--- config.mk ---
export PLATFORM = sky130hd
export DESIGN_NAME = led_blink_code_indicator
export DESIGN_NICKNAME = d
export VERILOG_FILES = /design/src/hdl/lbci_pkg.sv /design/src/hdl/led_blink_code_indicator.sv /design/src/hdl/lbci_csr.sv /design/src/hdl/lbci_engine.sv
export VERILOG_INCLUDE_DIRS = /design/src /design/src/hdl
export SDC_FILE = /design/constraint.sdc
export NUM_CORES = 1
export LEC_CHECK = 0
export ABC_AREA = 1
export BUFFER_PORTS_ARGS = -buffer_cell sky130_fd_sc_hd__buf_2
export CORE_MARGIN = 2
export CORE_UTILIZATION = 45
export CTS_BUF_LIST = sky130_fd_sc_hd__clkbuf_8
export DETAILED_ROUTE_END_ITERATION = 8
export SLEW_MARGIN = 20
export SYNTH_ARGS = -nofsm -noshare
export SYNTH_HDL_FRONTEND = slang
export SYNTH_SLANG_ARGS = --single-unit
--- constraint.sdc ---
create_clock -name clock -period 5.6 [get_ports clock]
set_input_delay 1.12 -clock clock [delete_from_list [all_inputs] [get_ports clock]]
set_output_delay 1.12 -clock clock [all_outputs]
set_load 0.02 [all_outputs]
--- src/hdl/led_blink_code_indicator_defines.svh ---
// Assertion macros shared by the blink code indicator.
`ifndef LED_BLINK_CODE_INDICATOR_DEFINES_SVH
`define LED_BLINK_CODE_INDICATOR_DEFINES_SVH

`ifndef SYNTHESIS

`define LBCI_ASSERT_IMP(label, clk, rst, ante, cons) \
   label: assert property (@(posedge clk) disable iff (rst) (ante) |-> (cons)) \
      else $error("lbci: same-cycle check failed");

`define LBCI_ASSERT_NXT(label, clk, rst, ante, cons) \
   label: assert property (@(posedge clk) disable iff (rst) (ante) |=> (cons)) \
      else $error("lbci: next-cycle check failed");

`else

`define LBCI_ASSERT_IMP(label, clk, rst, ante, cons)

`define LBCI_ASSERT_NXT(label, clk, rst, ante, cons)

`endif

`endif

--- src/hdl/lbci_pkg.sv ---
`default_nettype none

package lbci_pkg;

   localparam int TIME_WIDTH_DEF = 16;
   localparam int CFG_WIDTH      = 16;

   localparam logic [1:0] ACT_TICK     = 2'd0;
   localparam logic [1:0] ACT_SET_MODE = 2'd1;
   localparam logic [1:0] ACT_REPORT   = 2'd2;

   localparam logic [1:0] MODE_OFF   = 2'd0;
   localparam logic [1:0] MODE_ON    = 2'd1;
   localparam logic [1:0] MODE_RUN   = 2'd2;
   localparam logic [1:0] MODE_ERROR = 2'd3;

   localparam logic [1:0] PH_ON    = 2'd0;
   localparam logic [1:0] PH_OFF   = 2'd1;
   localparam logic [1:0] PH_PAUSE = 2'd2;

   localparam logic [3:0] CODE_MIN = 4'd1;
   localparam logic [3:0] CODE_MAX = 4'd9;

   localparam logic [1:0] REG_RUN_PERIOD  = 2'd0;
   localparam logic [1:0] REG_BLINK_TICKS = 2'd1;
   localparam logic [1:0] REG_PAUSE_TICKS = 2'd2;

   localparam logic [CFG_WIDTH-1:0] RUN_PERIOD_RST  = 16'd500;
   localparam logic [CFG_WIDTH-1:0] BLINK_TICKS_RST = 16'd200;
   localparam logic [CFG_WIDTH-1:0] PAUSE_TICKS_RST = 16'd1000;

   typedef struct packed {
      logic [1:0] action;
      logic [1:0] new_mode;
      logic [3:0] fault_code;
   } item_type;

   typedef struct packed {
      logic [CFG_WIDTH-1:0] run_period;
      logic [CFG_WIDTH-1:0] blink_ticks;
      logic [CFG_WIDTH-1:0] pause_ticks;
   } cfg_type;

endpackage

`default_nettype wire

--- src/hdl/led_blink_code_indicator.sv ---
// Channel   Direction  Ports
// -------   ---------  -----------------------------------------------
// req       in         req_valid/req_ready, action, new_mode, fault_code
// rsp       out        rsp_valid/rsp_ready, led_lit, current_mode
// csr       in         csr_wr_en, csr_index, csr_wdata (write only)
//
// One request is taken every clock cycle unless the response is stalled; each
// gives one response, through the input register, then the state and response
// register.
// Reset is synchronous; it returns the mode to off and the registers to defaults.
// A stalled response holds the state, and the input register fills behind it.
`default_nettype none

module led_blink_code_indicator
   import lbci_pkg::*;
#(
   parameter int TIME_WIDTH = TIME_WIDTH_DEF
)
(
   input  wire logic                 clock,
   input  wire logic                 reset,
   input  wire logic                 req_valid,
   output logic                      req_ready,
   input  wire logic [1:0]           req_action,
   input  wire logic [1:0]           req_new_mode,
   input  wire logic [3:0]           req_fault_code,
   output logic                      rsp_valid,
   input  wire logic                 rsp_ready,
   output logic                      rsp_led_lit,
   output logic [1:0]                rsp_current_mode,
   input  wire logic                 csr_wr_en,
   input  wire logic [1:0]           csr_index,
   input  wire logic [CFG_WIDTH-1:0] csr_wdata
);

   item_type item_ff, item_in;
   logic     item_valid_ff, item_valid_in;
   logic     rsp_valid_ff, rsp_valid_in;
   logic     advance;
   cfg_type  cfg;

   assign advance   = item_valid_ff && (!rsp_valid_ff || rsp_ready);
   assign req_ready = !item_valid_ff || advance;

   always_comb begin
      item_in       = item_ff;
      item_valid_in = item_valid_ff && !advance;
      if (req_valid && req_ready) begin
         item_in.action     = req_action;
         item_in.new_mode   = req_new_mode;
         item_in.fault_code = req_fault_code;
         item_valid_in      = 1'b1;
      end
      rsp_valid_in = advance || (rsp_valid_ff && !rsp_ready);
   end

   always_ff @(posedge clock) begin
      if (reset) begin
         item_valid_ff <= 1'b0;
         rsp_valid_ff  <= 1'b0;
      end else begin
         item_valid_ff <= item_valid_in;
         rsp_valid_ff  <= rsp_valid_in;
      end
      item_ff <= item_in;
   end

   assign rsp_valid = rsp_valid_ff;

   lbci_csr u_csr (
      .clock     (clock),
      .reset     (reset),
      .csr_wr_en (csr_wr_en),
      .csr_index (csr_index),
      .csr_wdata (csr_wdata),
      .cfg       (cfg)
   );

   lbci_engine #(
      .TIME_WIDTH (TIME_WIDTH)
   ) u_engine (
      .clock        (clock),
      .reset        (reset),
      .step_en      (advance),
      .item         (item_ff),
      .cfg          (cfg),
      .led_lit      (rsp_led_lit),
      .current_mode (rsp_current_mode)
   );

endmodule

`default_nettype wire

--- src/hdl/lbci_csr.sv ---
`default_nettype none

module lbci_csr
   import lbci_pkg::*;
(
   input  wire logic                 clock,
   input  wire logic                 reset,
   input  wire logic                 csr_wr_en,
   input  wire logic [1:0]           csr_index,
   input  wire logic [CFG_WIDTH-1:0] csr_wdata,
   output cfg_type                   cfg
);

   cfg_type cfg_ff;
   cfg_type cfg_in;

   always_comb begin
      cfg_in = cfg_ff;
      if (csr_wr_en) begin
         unique case (csr_index)
            REG_RUN_PERIOD:  cfg_in.run_period  = csr_wdata;
            REG_BLINK_TICKS: cfg_in.blink_ticks = csr_wdata;
            REG_PAUSE_TICKS: cfg_in.pause_ticks = csr_wdata;
            default: ;
         endcase
      end
   end

   always_ff @(posedge clock) begin
      if (reset) begin
         cfg_ff.run_period  <= RUN_PERIOD_RST;
         cfg_ff.blink_ticks <= BLINK_TICKS_RST;
         cfg_ff.pause_ticks <= PAUSE_TICKS_RST;
      end else begin
         cfg_ff <= cfg_in;
      end
   end

   assign cfg = cfg_ff;

endmodule

`default_nettype wire

--- src/hdl/lbci_engine.sv ---
`default_nettype none
`include "led_blink_code_indicator_defines.svh"

module lbci_engine
   import lbci_pkg::*;
#(
   parameter int TIME_WIDTH = TIME_WIDTH_DEF
)
(
   input  wire logic     clock,
   input  wire logic     reset,
   input  wire logic     step_en,
   input  wire item_type item,
   input  wire cfg_type  cfg,
   output logic          led_lit,
   output logic [1:0]    current_mode
);

   localparam int CMP_W = (TIME_WIDTH > CFG_WIDTH) ? TIME_WIDTH : CFG_WIDTH;

   logic [1:0]            mode_ff, mode_in;
   logic [1:0]            phase_ff, phase_in;
   logic [3:0]            count_ff, count_in;
   logic [3:0]            code_ff, code_in;
   logic [TIME_WIDTH-1:0] elapsed_ff, elapsed_in;
   logic                  led_ff, led_in;

   logic [TIME_WIDTH-1:0] elapsed_sat;
   logic [CMP_W-1:0]      elapsed_cmp;
   logic                  run_due;
   logic                  blink_due;
   logic                  pause_due;
   logic [3:0]            count_next;
   logic                  group_done;
   logic                  code_ok;

   // The count stops at all ones, so an interval above it is never met.
   assign elapsed_sat = (&elapsed_ff) ? elapsed_ff
                                      : elapsed_ff + {{(TIME_WIDTH-1){1'b0}}, 1'b1};
   assign elapsed_cmp = CMP_W'(elapsed_sat);
   assign run_due     = elapsed_cmp >= CMP_W'(cfg.run_period);
   assign blink_due   = elapsed_cmp >= CMP_W'(cfg.blink_ticks);
   assign pause_due   = elapsed_cmp >= CMP_W'(cfg.pause_ticks);
   assign count_next  = count_ff + 4'd1;
   assign group_done  = count_next >= code_ff;
   assign code_ok     = (item.fault_code >= CODE_MIN) && (item.fault_code <= CODE_MAX);

   always_comb begin
      mode_in    = mode_ff;
      phase_in   = phase_ff;
      count_in   = count_ff;
      code_in    = code_ff;
      elapsed_in = elapsed_ff;
      led_in     = led_ff;
      if (step_en) begin
         unique case (item.action)
            ACT_TICK: begin
               elapsed_in = elapsed_sat;
               unique case (mode_ff)
                  MODE_OFF: led_in = 1'b0;
                  MODE_ON:  led_in = 1'b1;
                  MODE_RUN: begin
                     if (run_due) begin
                        elapsed_in = '0;
                        led_in     = ~led_ff;
                     end
                  end
                  default: begin
                     unique case (phase_ff)
                        PH_ON: begin
                           if (blink_due) begin
                              elapsed_in = '0;
                              led_in     = 1'b0;
                              phase_in   = PH_OFF;
                           end
                        end
                        PH_OFF: begin
                           if (blink_due) begin
                              elapsed_in = '0;
                              count_in   = count_next;
                              if (group_done) begin
                                 phase_in = PH_PAUSE;
                              end else begin
                                 led_in   = 1'b1;
                                 phase_in = PH_ON;
                              end
                           end
                        end
                        PH_PAUSE: begin
                           if (pause_due) begin
                              elapsed_in = '0;
                              count_in   = 4'd0;
                              led_in     = 1'b1;
                              phase_in   = PH_ON;
                           end
                        end
                        default: ;
                     endcase
                  end
               endcase
            end
            ACT_SET_MODE: begin
               mode_in    = item.new_mode;
               elapsed_in = '0;
               if (item.new_mode == MODE_ON) begin
                  led_in = 1'b1;
               end else if (item.new_mode == MODE_OFF) begin
                  led_in = 1'b0;
               end
            end
            ACT_REPORT: begin
               if (code_ok) begin
                  code_in    = item.fault_code;
                  mode_in    = MODE_ERROR;
                  elapsed_in = '0;
               end
            end
            default: ;
         endcase
      end
   end

   always_ff @(posedge clock) begin
      if (reset) begin
         mode_ff    <= MODE_OFF;
         phase_ff   <= PH_OFF;
         count_ff   <= 4'd0;
         code_ff    <= 4'd0;
         elapsed_ff <= '0;
         led_ff     <= 1'b0;
      end else begin
         mode_ff    <= mode_in;
         phase_ff   <= phase_in;
         count_ff   <= count_in;
         code_ff    <= code_in;
         elapsed_ff <= elapsed_in;
         led_ff     <= led_in;
      end
   end

   // State only moves when a response is loaded, so it doubles as the response.
   assign led_lit      = led_ff;
   assign current_mode = mode_ff;

   `LBCI_ASSERT_IMP(a_off_dark, clock, reset, mode_ff == MODE_OFF, !led_ff)
   `LBCI_ASSERT_IMP(a_on_lit, clock, reset, mode_ff == MODE_ON, led_ff)
   `LBCI_ASSERT_IMP(a_code_range, clock, reset, 1'b1, code_ff <= CODE_MAX)
   `LBCI_ASSERT_NXT(a_set_clears, clock, reset, step_en && item.action == ACT_SET_MODE, elapsed_ff == '0)

endmodule

`default_nettype wire

==> results.toml <==
[run_status]
status = "complete, no violations"

[sta]
hold_violations = 0
finalCriticalPeriod_ns = 3.43
period_share = 0.612
rsz0062_at_grt = "false"
worstMarginPinSlew_ns = 0.667
skew_ns = 0.00914
setup_violations = 0
setup_tns_ns = 0
slew_violations = 0
fmax_mhz = 292
slew_headroom = 0.555

[final_layout]
synthToLayoutAreaGrowth_pct = 8.94
antennaDiodeCount = 0
fin_nets = 853
drive_above_1_share = 0.156
fillers = 1161

[setup_path]
r2r-end = "u_engine.elapsed_ff[2]"
cp_data_arrival_time_ns = 3.72
cp.required_ns = 5.90
r2r-start = "u_engine.elapsed_ff[0]"
r2r_cells = 17
start_kind = "flop"
cp_max_fo = 16
r2r_slack_ns = 2.17
crit_path_end_kind = "flop"
critPathKind = "flop to flop"

[floorplan]
die-area_um2 = 13100
initial_core_util = 0.458
die_x_um = 114
coreArea_um2 = 12000
rows = 40
die_h_um = 114
ios = 36

[min_path]
holdCritPathClass = "flop to flop"
holdPathEnd = "u_engine.code_ff[0]"
min-delay-start = "u_engine.code_ff[0]"
hold-path-cell-count = 2

[clock_network]
post_cts_resized = 0
cts_buffers = 9
cts-root-buf = "clkbuf_8"
h-tree-depth = 3
clock_sinks = 87
cts_tree = "built"
post_cts_buffers = 0
clkTransAtPathRegs_ns = 0.09
clock_path_buffers = 2
worstSkewPairLatency_ns = 0.37
ctsHoldBuffers = 0

[grt]
grt_pass1_wl_mm = 20.4
grt_max_degree = 34
grt_pass1_vias = 4322
grt.total_usage = 0.197
grt_overflow_total = 0
antenna_found_initial = 0

[logic_synthesis]
synth_cell_type_count = 42
syn_avg_cell_area_um2 = 7.54
synth_fa_ha_area_frac = 0.148
synthXorXnorAreaFrac = 0.0176
syn_nets = 823
yosysTopAreaCell = "dfxtp_1"
synth_area_um2 = 5480
synth_edf_count = 8
synth_area_leaders = "dfxtp_1 (29%), ha_1 (15%), nand2_1 (9.2%)"
ys_async_sr_fraction = 0
yosysWarningCount = 0
ys_seq_area_frac = 0.332
synth_flop_cell = "dfxtp_1"
synth-simple-area-share = 0.235
synth_top_family_by_area = "simple AND/OR/NAND/NOR gates"
yosysMostFrequentCell = "nand2_1"
synthMuxAreaShare = 0
synthTopCellsByCount = "nand2_1 (135), inv_1 (115), dfxtp_1 (79)"
yosysTopAreaCellShare = 0.288
synthCells = 727
synth-seq-cells = 87
synth-compound-area-share = 0.161

[placement]
port_buffers = 35
place_congestion = 0.844
post-dp-hpwl_mm = 9.24

[route]
antenna_left = 0
vias_per_cell = 5.05
wire_per_inst_um = 13.2
via_count = 4592
drt_iter0_drc = 202
wirelength_mm = 12.0
drtPass1Iterations = 4
drc = 0

[job]
drv_cap = 0

[pwr]
ir_drop_mv = 0.137
power_density_nw_per_um2 = 213
p_total_mw = 1.27
leakagePower_nw = 2.82
==> sequential cells by signal, indices dropped and copies added (netlist names) <==
name                   cells
u_csr.cfg                 48
u_engine.elapsed_ff       16
item_ff                    8
u_engine.code_ff           4
u_engine.count_ff          4
u_engine.current_mode      2
u_engine.phase_ff          2
item_valid_ff              1
rsp_valid                  1
u_engine.led_lit           1
==> where the power goes <==
part	switching [mW]	leakage [nW]	total, mW	internal (mW)
Clock	0.222	0.119	0.481	0.259
Combinational	0.0855	1.97	0.131	0.0452
Sequential	0.00844	0.722	0.660	0.652
Total	0.316	2.82	1.27	0.956
==> placed cells by master, fill, tap and decap left out, drive strengths merged <==
cell type and instances:
nor3b 1, xnor2 2, a31oi 1, nand4 13, xor2 9, or2 2, nor2 58, o211ai 16
a21boi 1, o21ai 52, nand3 35, bufinv 2, nor3 11, edfxtp 8, nand2 149, buf 39
a21oi 80, and2 1, dfxtp 79, clkinv 2, ha 65, inv 125, clkbuf 10, o21bai 1
==> metrics by stage <==
step	setup WS, ns	cells	area (um^2)	hold slack (ns)	util
2_1_floorplan	2.84	727	5480	0.428	-
3_3_place_gp	2.33	893	5760	0.445	0.481
3_5_place_dp	2.20	893	5760	0.447	0.481
4_1_cts	2.16	909	5970	0.460	0.499
5_1_grt	1.92	909	5970	0.487	0.499
6_report	2.17	909	5970	0.456	0.499
==> kinds of logic (layout without fill, tap and decap cells) <==
group | count (synthesis) | after routing
AND/OR/NAND/NOR | 270 | 270
buffers and inverters | 143 | 178
AO/OA/AOI/OAI | 151 | 151
XOR/XNOR | 11 | 11
adder cells (fa/ha/maj) | 65 | 65
flip-flops | 87 | 87
==> final cells by class <==
| cell class | count | area [um^2] | area share |
|---|---|---|---|
| clock buffer | 10 | 138 | 0.0230 |
| clock inverter | 6 | 77.6 | 0.0130 |
| inverter | 123 | 462 | 0.0773 |
| multi-input combinational | 497 | 3090 | 0.517 |
| sequential | 87 | 1820 | 0.305 |
| tap | 147 | 184 | 0.0308 |
| timing repair buffer | 39 | 205 | 0.0343 |
==> layer usage <==
layer	global-route usage	vias to the layer above	routed length, um
li1	-	2425	-
met1	0.259	2065	5770
met2	0.314	78	5450
met3	0.0307	24	388
met4	0.101	0	435
met5	0	-	0
==> worst max-delay path by stage <==
| stage | from | end | depth (start not counted) |
|---|---|---|---|
| after floorplan | u_engine.elapsed_ff[0] | u_engine.elapsed_ff[7] | 19 |
| after global placement | u_engine.elapsed_ff[0] | u_engine.elapsed_ff[3] | 19 |
| after detailed placement | u_engine.elapsed_ff[0] | u_engine.elapsed_ff[2] | 17 |
| after CTS | u_engine.elapsed_ff[0] | u_engine.elapsed_ff[2] | 19 |
| after global routing | u_engine.elapsed_ff[1] | u_engine.elapsed_ff[2] | 19 |
| final | u_engine.elapsed_ff[0] | u_engine.elapsed_ff[2] | 17 |
==> worst max-delay path, stage by stage, from the launching register on <==
cell and delay (ns):
dfxtp_1 0.42, ha_1 0.21, nand2_2 0.08, nor2_4 0.16
nand2_2 0.10, nor2_4 0.15, inv_2 0.16, o21ai_0 0.27
ha_1 0.35, a21oi_1 0.16, nand2_1 0.10, nor2_1 0.11
nand2_1 0.09, nand2_1 0.10, nand3_2 0.09, a21oi_4 0.49
nand3_1 0.15, a21oi_1 0.16
Power figures use the tool's default switching activity.
